**config.mk**
```make
export PLATFORM = sky130hd
export DESIGN_NAME = websocket_frame_decoder
export DESIGN_NICKNAME = d
export VERILOG_FILES = /design/src/sv/wsfd_pkg.sv /design/src/sv/wsfd_front.sv /design/src/sv/wsfd_queue.sv /design/src/sv/wsfd_back.sv /design/src/sv/websocket_frame_decoder.sv
export SDC_FILE = /design/constraint.sdc
export NUM_CORES = 1
export LEC_CHECK = 0
export ABC_AREA = 0
export BUFFER_PORTS_ARGS = -buffer_cell sky130_fd_sc_hd__buf_4
export CORE_MARGIN = 8
export CORE_UTILIZATION = 40
export CTS_CLUSTER_SIZE = 10
export DETAILED_ROUTE_END_ITERATION = 12
export MAX_ROUTING_LAYER = met4
export PLACE_DENSITY = 0.6
export SLEW_MARGIN = 10
export SYNTH_ARGS = -nofsm -noshare
export SYNTH_HDL_FRONTEND = slang
export SYNTH_SLANG_ARGS = --single-unit
```
**constraint.sdc**
```tcl
create_clock -name clk -period 7.85 [get_ports clk]
set_input_delay 1.57 -clock clk [delete_from_list [all_inputs] [get_ports clk]]
set_output_delay 1.57 -clock clk [all_outputs]
set_load 0.005 [all_outputs]
```
**src/sv/wsfd_pkg.sv**
```systemverilog
// types and constants of the websocket frame decoder
`default_nettype none

package wsfd_pkg;

	// parser phases
	typedef enum logic [2:0] {
		PH_HDR0    = 3'd0,
		PH_HDR1    = 3'd1,
		PH_EXT16   = 3'd2,
		PH_EXT64   = 3'd3,
		PH_KEY     = 3'd4,
		PH_PAYLOAD = 3'd5
	} wsfd_phase_t;

	// result kinds
	localparam logic [1:0] KIND_PAYLOAD = 2'd0;
	localparam logic [1:0] KIND_EMPTY   = 2'd1;
	localparam logic [1:0] KIND_ERROR   = 2'd2;

	// error codes
	localparam logic [1:0] ERR_NONE  = 2'd0;
	localparam logic [1:0] ERR_LEN16 = 2'd1;
	localparam logic [1:0] ERR_LEN64 = 2'd2;
	localparam logic [1:0] ERR_MAX   = 2'd3;

	localparam int unsigned MAX_LEN_W = 63;
	localparam logic [MAX_LEN_W-1:0] MAX_LEN_RESET = 63'd52428800;

	// length codes of the second header byte
	localparam logic [6:0] LEN7_EXT16 = 7'd126;
	localparam logic [6:0] LEN7_EXT64 = 7'd127;

	// one classified result waiting for the back end
	typedef struct packed {
		logic [1:0] kind;
		logic [7:0] data;
		logic [7:0] key;
		logic [3:0] opcode;
		logic       fin;
		logic       last;
		logic [1:0] err;
	} wsfd_entry_t;

endpackage

`default_nettype wire

```
**src/sv/wsfd_front.sv**
```systemverilog
// header parser: classifies each received byte and queues result requests
`default_nettype none

module wsfd_front (
	input  wire logic                            clk,
	input  wire logic                            arst_n,
	input  wire logic                            in_valid,
	input  wire logic [7:0]                      in_byte,
	input  wire logic                            cfg_we,
	input  wire logic [wsfd_pkg::MAX_LEN_W-1:0]  cfg_wdata,
	output logic                                 push,
	output wsfd_pkg::wsfd_entry_t                push_entry
);

	wsfd_pkg::wsfd_phase_t phase_q, phase_d;
	logic [2:0]  cnt_q;
	logic        halted_q;
	logic [4:0]  fin_op_q;
	logic        mask_q;
	logic [1:0]  idx_q;
	logic [wsfd_pkg::MAX_LEN_W-1:0] max_q;
	logic [63:0] acc_q;
	logic [31:0] key_q;
	logic [63:0] rem_q;

	logic        take;
	logic [6:0]  len7;
	logic [15:0] acc16_nx;
	logic [63:0] acc64_nx;
	logic [63:0] len_sel;
	logic        over_max;
	logic        bad16, bad64;
	logic        len_done;
	logic        mask_nx;
	logic [1:0]  fail_code;
	logic        fail;
	logic        key_end;
	logic        start_pay;
	logic [63:0] start_len;
	logic        empty;
	logic        pay;
	logic        pay_last;
	logic [7:0]  key_byte;

	assign take     = in_valid & ~halted_q;
	assign len7     = in_byte[6:0];
	assign acc16_nx = {acc_q[7:0], in_byte};
	assign acc64_nx = {acc_q[55:0], in_byte};

	always_comb begin
		case (phase_q)
			wsfd_pkg::PH_HDR1:  len_sel = {57'd0, len7};
			wsfd_pkg::PH_EXT16: len_sel = {48'd0, acc16_nx};
			default:            len_sel = acc64_nx;
		endcase
	end

	assign over_max = len_sel > {1'b0, max_q};
	assign bad16    = acc16_nx < 16'd126;
	assign bad64    = (acc64_nx[63:16] == 48'd0) | acc64_nx[63];
	assign mask_nx  = (phase_q == wsfd_pkg::PH_HDR1) ? in_byte[7] : mask_q;
	assign key_end  = take & (phase_q == wsfd_pkg::PH_KEY) & (cnt_q == 3'd3);

	// complete length in hand and well formed
	assign len_done = take & (
		((phase_q == wsfd_pkg::PH_HDR1) & (len7 < wsfd_pkg::LEN7_EXT16)) |
		((phase_q == wsfd_pkg::PH_EXT16) & (cnt_q == 3'd1) & ~bad16) |
		((phase_q == wsfd_pkg::PH_EXT64) & (cnt_q == 3'd7) & ~bad64));

	always_comb begin
		fail_code = wsfd_pkg::ERR_NONE;
		if (take && phase_q == wsfd_pkg::PH_EXT16 && cnt_q == 3'd1 && bad16) begin
			fail_code = wsfd_pkg::ERR_LEN16;
		end else if (take && phase_q == wsfd_pkg::PH_EXT64 && cnt_q == 3'd7 && bad64) begin
			fail_code = wsfd_pkg::ERR_LEN64;
		end else if (len_done && over_max) begin
			fail_code = wsfd_pkg::ERR_MAX;
		end
	end

	assign fail      = fail_code != wsfd_pkg::ERR_NONE;
	assign start_pay = (len_done & ~over_max & ~mask_nx) | key_end;
	assign start_len = (phase_q == wsfd_pkg::PH_KEY) ? acc_q : len_sel;
	assign empty     = start_pay & (start_len == 64'd0);
	assign pay       = take & (phase_q == wsfd_pkg::PH_PAYLOAD);
	assign pay_last  = rem_q == 64'd1;

	always_comb begin
		case (idx_q)
			2'd0:    key_byte = key_q[31:24];
			2'd1:    key_byte = key_q[23:16];
			2'd2:    key_byte = key_q[15:8];
			default: key_byte = key_q[7:0];
		endcase
	end

	// next phase
	always_comb begin
		phase_d = phase_q;
		if (take) begin
			case (phase_q)
				wsfd_pkg::PH_HDR1: begin
					if (len7 == wsfd_pkg::LEN7_EXT16) begin
						phase_d = wsfd_pkg::PH_EXT16;
					end else if (len7 == wsfd_pkg::LEN7_EXT64) begin
						phase_d = wsfd_pkg::PH_EXT64;
					end
				end
				wsfd_pkg::PH_EXT16, wsfd_pkg::PH_EXT64, wsfd_pkg::PH_KEY: begin
					phase_d = phase_q;
				end
				wsfd_pkg::PH_PAYLOAD: begin
					if (pay_last) begin
						phase_d = wsfd_pkg::PH_HDR0;
					end
				end
				default: phase_d = wsfd_pkg::PH_HDR1;
			endcase
			if (fail) begin
				phase_d = wsfd_pkg::PH_HDR0;
			end else if (len_done && mask_nx) begin
				phase_d = wsfd_pkg::PH_KEY;
			end else if (start_pay) begin
				phase_d = empty ? wsfd_pkg::PH_HDR0 : wsfd_pkg::PH_PAYLOAD;
			end
		end
	end

	// result request
	always_comb begin
		push              = fail | empty | pay;
		push_entry.kind   = fail ? wsfd_pkg::KIND_ERROR :
		                    (pay ? wsfd_pkg::KIND_PAYLOAD : wsfd_pkg::KIND_EMPTY);
		push_entry.data   = pay ? in_byte : 8'd0;
		push_entry.key    = (pay & mask_q) ? key_byte : 8'd0;
		push_entry.opcode = fin_op_q[3:0];
		push_entry.fin    = fin_op_q[4];
		push_entry.last   = pay ? pay_last : 1'b1;
		push_entry.err    = fail_code;
	end

	always_ff @(posedge clk or negedge arst_n) begin
		if (!arst_n) begin
			phase_q  <= wsfd_pkg::PH_HDR0;
			cnt_q    <= 3'd0;
			halted_q <= 1'b0;
			fin_op_q <= 5'd0;
			mask_q   <= 1'b0;
			idx_q    <= 2'd0;
			max_q    <= wsfd_pkg::MAX_LEN_RESET;
		end else begin
			if (cfg_we) begin
				max_q <= cfg_wdata;
			end
			phase_q <= phase_d;
			if (fail) begin
				halted_q <= 1'b1;
			end
			if (take) begin
				case (phase_q)
					wsfd_pkg::PH_HDR1: begin
						mask_q <= in_byte[7];
						cnt_q  <= 3'd0;
					end
					wsfd_pkg::PH_EXT16, wsfd_pkg::PH_EXT64, wsfd_pkg::PH_KEY: begin
						// counter restarts once the length or the key is complete
						cnt_q <= (len_done || key_end) ? 3'd0 : cnt_q + 3'd1;
					end
					wsfd_pkg::PH_PAYLOAD: begin
						idx_q <= idx_q + 2'd1;
					end
					default: fin_op_q <= {in_byte[7], in_byte[3:0]};
				endcase
				if (start_pay) begin
					idx_q <= 2'd0;
				end
			end
		end
	end

	// datapath registers, always written before use
	always_ff @(posedge clk) begin
		if (take) begin
			case (phase_q)
				wsfd_pkg::PH_HDR1:    acc_q <= (len7 >= wsfd_pkg::LEN7_EXT16) ? 64'd0 : len_sel;
				wsfd_pkg::PH_EXT16:   acc_q <= {48'd0, acc16_nx};
				wsfd_pkg::PH_EXT64:   acc_q <= acc64_nx;
				wsfd_pkg::PH_KEY:     key_q <= {key_q[23:0], in_byte};
				wsfd_pkg::PH_PAYLOAD: rem_q <= rem_q - 64'd1;
				default:              acc_q <= acc_q;
			endcase
			if (start_pay) begin
				rem_q <= start_len;
			end
		end
	end

endmodule

`default_nettype wire

```
**src/sv/wsfd_queue.sv**
```systemverilog
// short queue of result requests between parser and output stage
`default_nettype none

module wsfd_queue #(
	parameter int unsigned DEPTH = 4
) (
	input  wire logic                  clk,
	input  wire logic                  arst_n,
	input  wire logic                  push,
	input  wire wsfd_pkg::wsfd_entry_t push_entry,
	input  wire logic                  pop,
	output wsfd_pkg::wsfd_entry_t      head,
	output logic                       not_empty,
	output logic                       full
);

	localparam int unsigned PTR_W = (DEPTH > 1) ? $clog2(DEPTH) : 1;
	localparam int unsigned CNT_W = $clog2(DEPTH + 1);

	wsfd_pkg::wsfd_entry_t mem_q [DEPTH];
	logic [PTR_W-1:0] wr_ptr_q, rd_ptr_q;
	logic [CNT_W-1:0] count_q;

	assign head      = mem_q[rd_ptr_q];
	assign not_empty = count_q != '0;
	assign full      = count_q == CNT_W'(DEPTH);

	always_ff @(posedge clk) begin
		if (push) begin
			mem_q[wr_ptr_q] <= push_entry;
		end
	end

	always_ff @(posedge clk or negedge arst_n) begin
		if (!arst_n) begin
			wr_ptr_q <= '0;
			rd_ptr_q <= '0;
			count_q  <= '0;
		end else begin
			if (push) begin
				wr_ptr_q <= (wr_ptr_q == PTR_W'(DEPTH - 1)) ? '0 : wr_ptr_q + 1'b1;
			end
			if (pop) begin
				rd_ptr_q <= (rd_ptr_q == PTR_W'(DEPTH - 1)) ? '0 : rd_ptr_q + 1'b1;
			end
			if (push && !pop) begin
				count_q <= count_q + 1'b1;
			end else if (pop && !push) begin
				count_q <= count_q - 1'b1;
			end
		end
	end

endmodule

`default_nettype wire

```
**src/sv/wsfd_back.sv**
```systemverilog
// output stage: unmasks payload and holds the result for the receiver
`default_nettype none

module wsfd_back (
	input  wire logic                  clk,
	input  wire logic                  arst_n,
	input  wire logic                  q_valid,
	input  wire wsfd_pkg::wsfd_entry_t q_head,
	output logic                       q_pop,
	output logic                       m_valid,
	input  wire logic                  m_ready,
	output logic [15:0]                m_data,
	output logic [1:0]                 m_user,
	output logic                       m_last
);

	logic        valid_q;
	logic [15:0] data_q;
	logic [1:0]  user_q;
	logic        last_q;

	assign q_pop   = q_valid & (~valid_q | m_ready);
	assign m_valid = valid_q;
	assign m_data  = data_q;
	assign m_user  = user_q;
	assign m_last  = last_q;

	always_ff @(posedge clk or negedge arst_n) begin
		if (!arst_n) begin
			valid_q <= 1'b0;
		end else if (q_pop) begin
			valid_q <= 1'b1;
		end else if (m_ready) begin
			valid_q <= 1'b0;
		end
	end

	always_ff @(posedge clk) begin
		if (q_pop) begin
			data_q <= {1'b0, q_head.err, q_head.fin, q_head.opcode, q_head.data ^ q_head.key};
			user_q <= q_head.kind;
			last_q <= q_head.last;
		end
	end

endmodule

`default_nettype wire

```
**src/sv/websocket_frame_decoder.sv**
```systemverilog
// top level of the websocket frame decoder
//
// s_axis carries the received byte stream, one byte per request in tdata.
// m_axis gives one result per request: tuser is the kind (payload byte,
// empty frame done, error), tlast marks the final result of a frame, and
// tdata holds the unmasked byte, opcode, fin bit and error code.
// cfg_we / cfg_wdata write the maximum payload length, which the user must
// write only while idle; the block itself does not enforce this.
// throughput: one byte per cycle while the queue has room.
// each result passes through the queue, then the output register, to m_axis.
// header bytes give no result unless they fail a check or end an empty frame.
// reset clears the parser to await a frame start, empties the queue,
// drops any pending result and restores the maximum length to 50 MiB.
// when the receiver stalls the output register holds, the queue fills,
// and s_axis_tready falls once FIFO_DEPTH results are waiting.
// a length error is sticky: the block keeps taking bytes but stays silent
// until the next reset.
`default_nettype none

module websocket_frame_decoder #(
	parameter int unsigned FIFO_DEPTH = 4
) (
	input  wire logic                            clk,
	input  wire logic                            arst_n,
	// received stream
	input  wire logic                            s_axis_tvalid,
	output logic                                 s_axis_tready,
	input  wire logic [7:0]                      s_axis_tdata,   // [7:0] data_byte
	// decoded results
	output logic                                 m_axis_tvalid,
	input  wire logic                            m_axis_tready,
	// [7:0] payload_byte, [11:8] frame_opcode, [12] final_fragment,
	// [14:13] error_code, [15] zero
	output logic [15:0]                          m_axis_tdata,
	output logic [1:0]                           m_axis_tuser,   // [1:0] result_kind
	output logic                                 m_axis_tlast,   // last_of_frame
	// maximum payload length register
	input  wire logic                            cfg_we,
	input  wire logic [wsfd_pkg::MAX_LEN_W-1:0]  cfg_wdata
);

	logic                  in_valid;
	logic                  push;
	wsfd_pkg::wsfd_entry_t push_entry;
	wsfd_pkg::wsfd_entry_t q_head;
	logic                  q_not_empty;
	logic                  q_full;
	logic                  q_pop;

	// take a byte whenever there is room for its possible result
	assign s_axis_tready = ~q_full;
	assign in_valid      = s_axis_tvalid & s_axis_tready;

	// front: frame header parsing and classification
	wsfd_front u_front (
		.clk        (clk),
		.arst_n     (arst_n),
		.in_valid   (in_valid),
		.in_byte    (s_axis_tdata),
		.cfg_we     (cfg_we),
		.cfg_wdata  (cfg_wdata),
		.push       (push),
		.push_entry (push_entry)
	);

	// decouples parser from a stalled receiver
	wsfd_queue #(
		.DEPTH (FIFO_DEPTH)
	) u_queue (
		.clk        (clk),
		.arst_n     (arst_n),
		.push       (push),
		.push_entry (push_entry),
		.pop        (q_pop),
		.head       (q_head),
		.not_empty  (q_not_empty),
		.full       (q_full)
	);

	// back: unmask and present results
	wsfd_back u_back (
		.clk     (clk),
		.arst_n  (arst_n),
		.q_valid (q_not_empty),
		.q_head  (q_head),
		.q_pop   (q_pop),
		.m_valid (m_axis_tvalid),
		.m_ready (m_axis_tready),
		.m_data  (m_axis_tdata),
		.m_user  (m_axis_tuser),
		.m_last  (m_axis_tlast)
	);

endmodule

`default_nettype wire

```
==> metrics.cfg <==
[status]
outcome = finished, final reports clean

[clock_tree]
cts_root_buf = clkbuf_16
insertion_delay_ps = 590
cts_max_level = 2
ctsLongestPathBuffers = 3
cts_setup_buffers = 0
post_cts_resized = 0
hold_buffers = 0
cts_sinks = 368
cts_buffers = 44
path_clk_slew_ps = 60
cts_tree = done

[route]
routed_wl_um = 45400
vias = 12634
drtIter0Drc = 991
drc = 0
first_pass_iters = 5
wl_per_cell_um = 19.7
postRouteAntennaNets = 0
viasPerCell = 5.48

[worst_setup_path]
endpoint_kind = flop
cp.required_ps = 8050
crit_slowest_cell = buf_4
critical_path_class = flop to flop
worstPathMaxFanout = 79
r2r-start = u_front.phase_q[2]
worstPathArrival_ps = 6050
critPathMaxStageDelay_ps = 680
startpoint_type = flop
timing.rr.end = u_front.rem_q[41]
r2r_cells = 14
crit_path_start = u_front.phase_q[2]
crit_chain = inv_1 > nand2_2 > buf_4 > and2_1 > ha_1 > nand4_1 > nor4b_1 > o2111ai_1 > or3_1 > a22oi_2 > a32oi_4 > buf_4 > a21oi_4 > buf_4
ff2ff_setup_slack_ps = 2000
crit_top_cell = buf_4

[sta]
min_period_ps = 5850
drv_slew = 0
period_share = 0.745
setup_viol = 0
report.final.hold_viol_count = 0
max_slew.worst_pin.slew_ps = 1250
max-slew-margin-rel = 0.167
timing.fmax_mhz = 171
fin_skew_ps = 42.2
rsz0062_at_grt = false
tns_ps = 0

[cells_and_area]
n_antenna_cell = 0
synthToLayoutAreaGrowth_pct = 14.7
fillers = 4172
nets = 1822
drive_above_1_share = 0.131
fin_area_um2 = 21200

[die]
dieArea_um2 = 53300
pin_count = 97
rows = 78
fp.dieW_um = 231
core_area_um2 = 45500
initial_core_util = 0.406
fp.dieH_um = 231

[placed_design]
place_area_um2 = 19800
dp_hpwl_um = 31200
gp_congestion = 0.869
portBuffers = 95

[logic_synthesis]
synthCells = 1587
ys_types = 78
ys_async_sr_fraction = 0.234
synth.avg_cell_area_um2 = 11.6
yosysSeqAreaShare = 0.576
yosys_register_bits = 368
synth_top_cell_area_share = 0.459
syn_nets = 1739
syn_area_um2 = 18500
synthTopCellsByArea = edfxtp_1 46%, dfrtp_1 11%, ha_1 5.1%
yosys_warnings = 0
synth_area_leader_cell = edfxtp_1
synth_ff_type = edfxtp_1
ys_top_cells_by_count = 282 x edfxtp_1, 126 x nand2_1, 109 x and2_1
synth_edf_count = 282
yosysMostFrequentCell = edfxtp_1

[power]
ir_worst_vdd_v = 0.000172
leakagePower_nw = 7.90
power.density_nw_per_um2 = 302

[global_route]
grt_use_met1 = 0.232
gr-usage-met3 = 0.0319
grt.busiest_layer = met2
antenna_found_initial = 0
gr-usage-met2 = 0.262
overflow = 0
grt_pass1_vias = 12559
track_usage = 0.173
grt_max_degree = 123
grt_pass1_wl_um = 71500

[hold_path]
hold_class = flop to flop
hold_depth = 0
min_from = u_front.key_q[16]
whs_endpoint = u_front.key_q[24]

[job]
cap_violations = 0

## sequential cells by signal, indices dropped and copies added, names as in the netlist, 2 cells and up
name and cells:
u_queue.mem_q 104, u_front.phase_q 3, u_front.cnt_q 3, u_front.fin_op_q 5, u_front.key_q 32, u_front.acc_q 64, u_queue.rd_ptr_q 2, u_front.idx_q 2
u_back.m_user 2, u_queue.count_q 3, u_back.m_data 15, u_front.max_q 63, u_queue.wr_ptr_q 2, u_front.rem_q 64
## power breakdown
part | total, W | internal [W] | switching (W)
Sequential | 0.00264 | 0.00241 | 0.000229
Clock | 0.00194 | 0.00113 | 0.000818
Combinational | 0.00182 | 0.000780 | 0.00104
Total | 0.00641 | 0.00432 | 0.00209
## cell families after synthesis
group	count (synthesis)	synth area share
and+or+nand+nor	540	0.154
DFF	368	0.576
AOI/OAI and AO/OA	304	0.102
buffers and inverters	158	0.0329
xor gates and xnor gates	94	0.0446
adders and majority gates	77	0.0525
muxes	45	0.0376
other	1	0.000203
## layout make-up
| cell class | count | area (um2) | share of cell area |
|---|---|---|---|
| Tap cell | 600 | 751 | 0.0354 |
| Sequential cell | 368 | 10600 | 0.502 |
| Multi-Input combinational cell | 1061 | 7270 | 0.343 |
| Clock buffer | 76 | 1250 | 0.0591 |
| Clock inverter | 5 | 129 | 0.00609 |
| Timing Repair Buffer | 111 | 833 | 0.0393 |
| Inverter | 84 | 315 | 0.0149 |
## worst max-delay path, delay by kind of cell, from the launching register on
kind	cells	cell delay, ps
flops	1	660
simple gates	5	1470
buf+inv	4	1980
compound gates	4	1100
fa+ha+maj	1	160
## worst max-delay path by stage
stage / depth (start not counted) / end / slack (ps)
2_1_floorplan: 6 / u_front.rem_q[0] / 300
5_1_grt: 15 / u_front.rem_q[18] / 1630
6_report: 14 / u_front.rem_q[41] / 2000
3_3_place_gp: 15 / u_front.rem_q[43] / 2220
3_5_place_dp: 13 / u_queue.mem_q[0][17] / 2020
4_1_cts: 13 / u_queue.mem_q[0][25] / 2000
## metal layers
metal	vias to the layer above	wire length (um)
met5	-	0
met3	94	2680
met2	403	20600
met1	6182	20900
met4	0	1200
li1	5955	-
## per-stage QoR
| step | utilization | power [W] | hold slack, ps | std cells | worst slack [ps] |
|---|---|---|---|---|---|
| global route | 0.466 | 0.00679 | 457 | 2305 | 1630 |
| CTS | 0.466 | 0.00647 | 450 | 2305 | 2000 |
| floorplan | - | 0.00392 | 426 | 1587 | 302 |
| detailed placement | 0.435 | 0.00449 | 437 | 2224 | 2020 |
| global placement | 0.435 | 0.00443 | 429 | 2224 | 2220 |
| finish | 0.466 | 0.00641 | 450 | 2305 | 2000 |
## cells in the final DEF, fill, tap and decap left out, types with 54 or more instances in the layout
master    synthesis  routed
nand2_1         126     125
buf_4             1     111
o21ai_0          86      86
ha_1             75      75
a21oi_1          95      93
and2_1          109     109
edfxtp_1        282     282
xor2_1           54      54
inv_1            84      84
dfrtp_1          83      83
nor2_1           96      95
(Power assumes the default switching activity.)
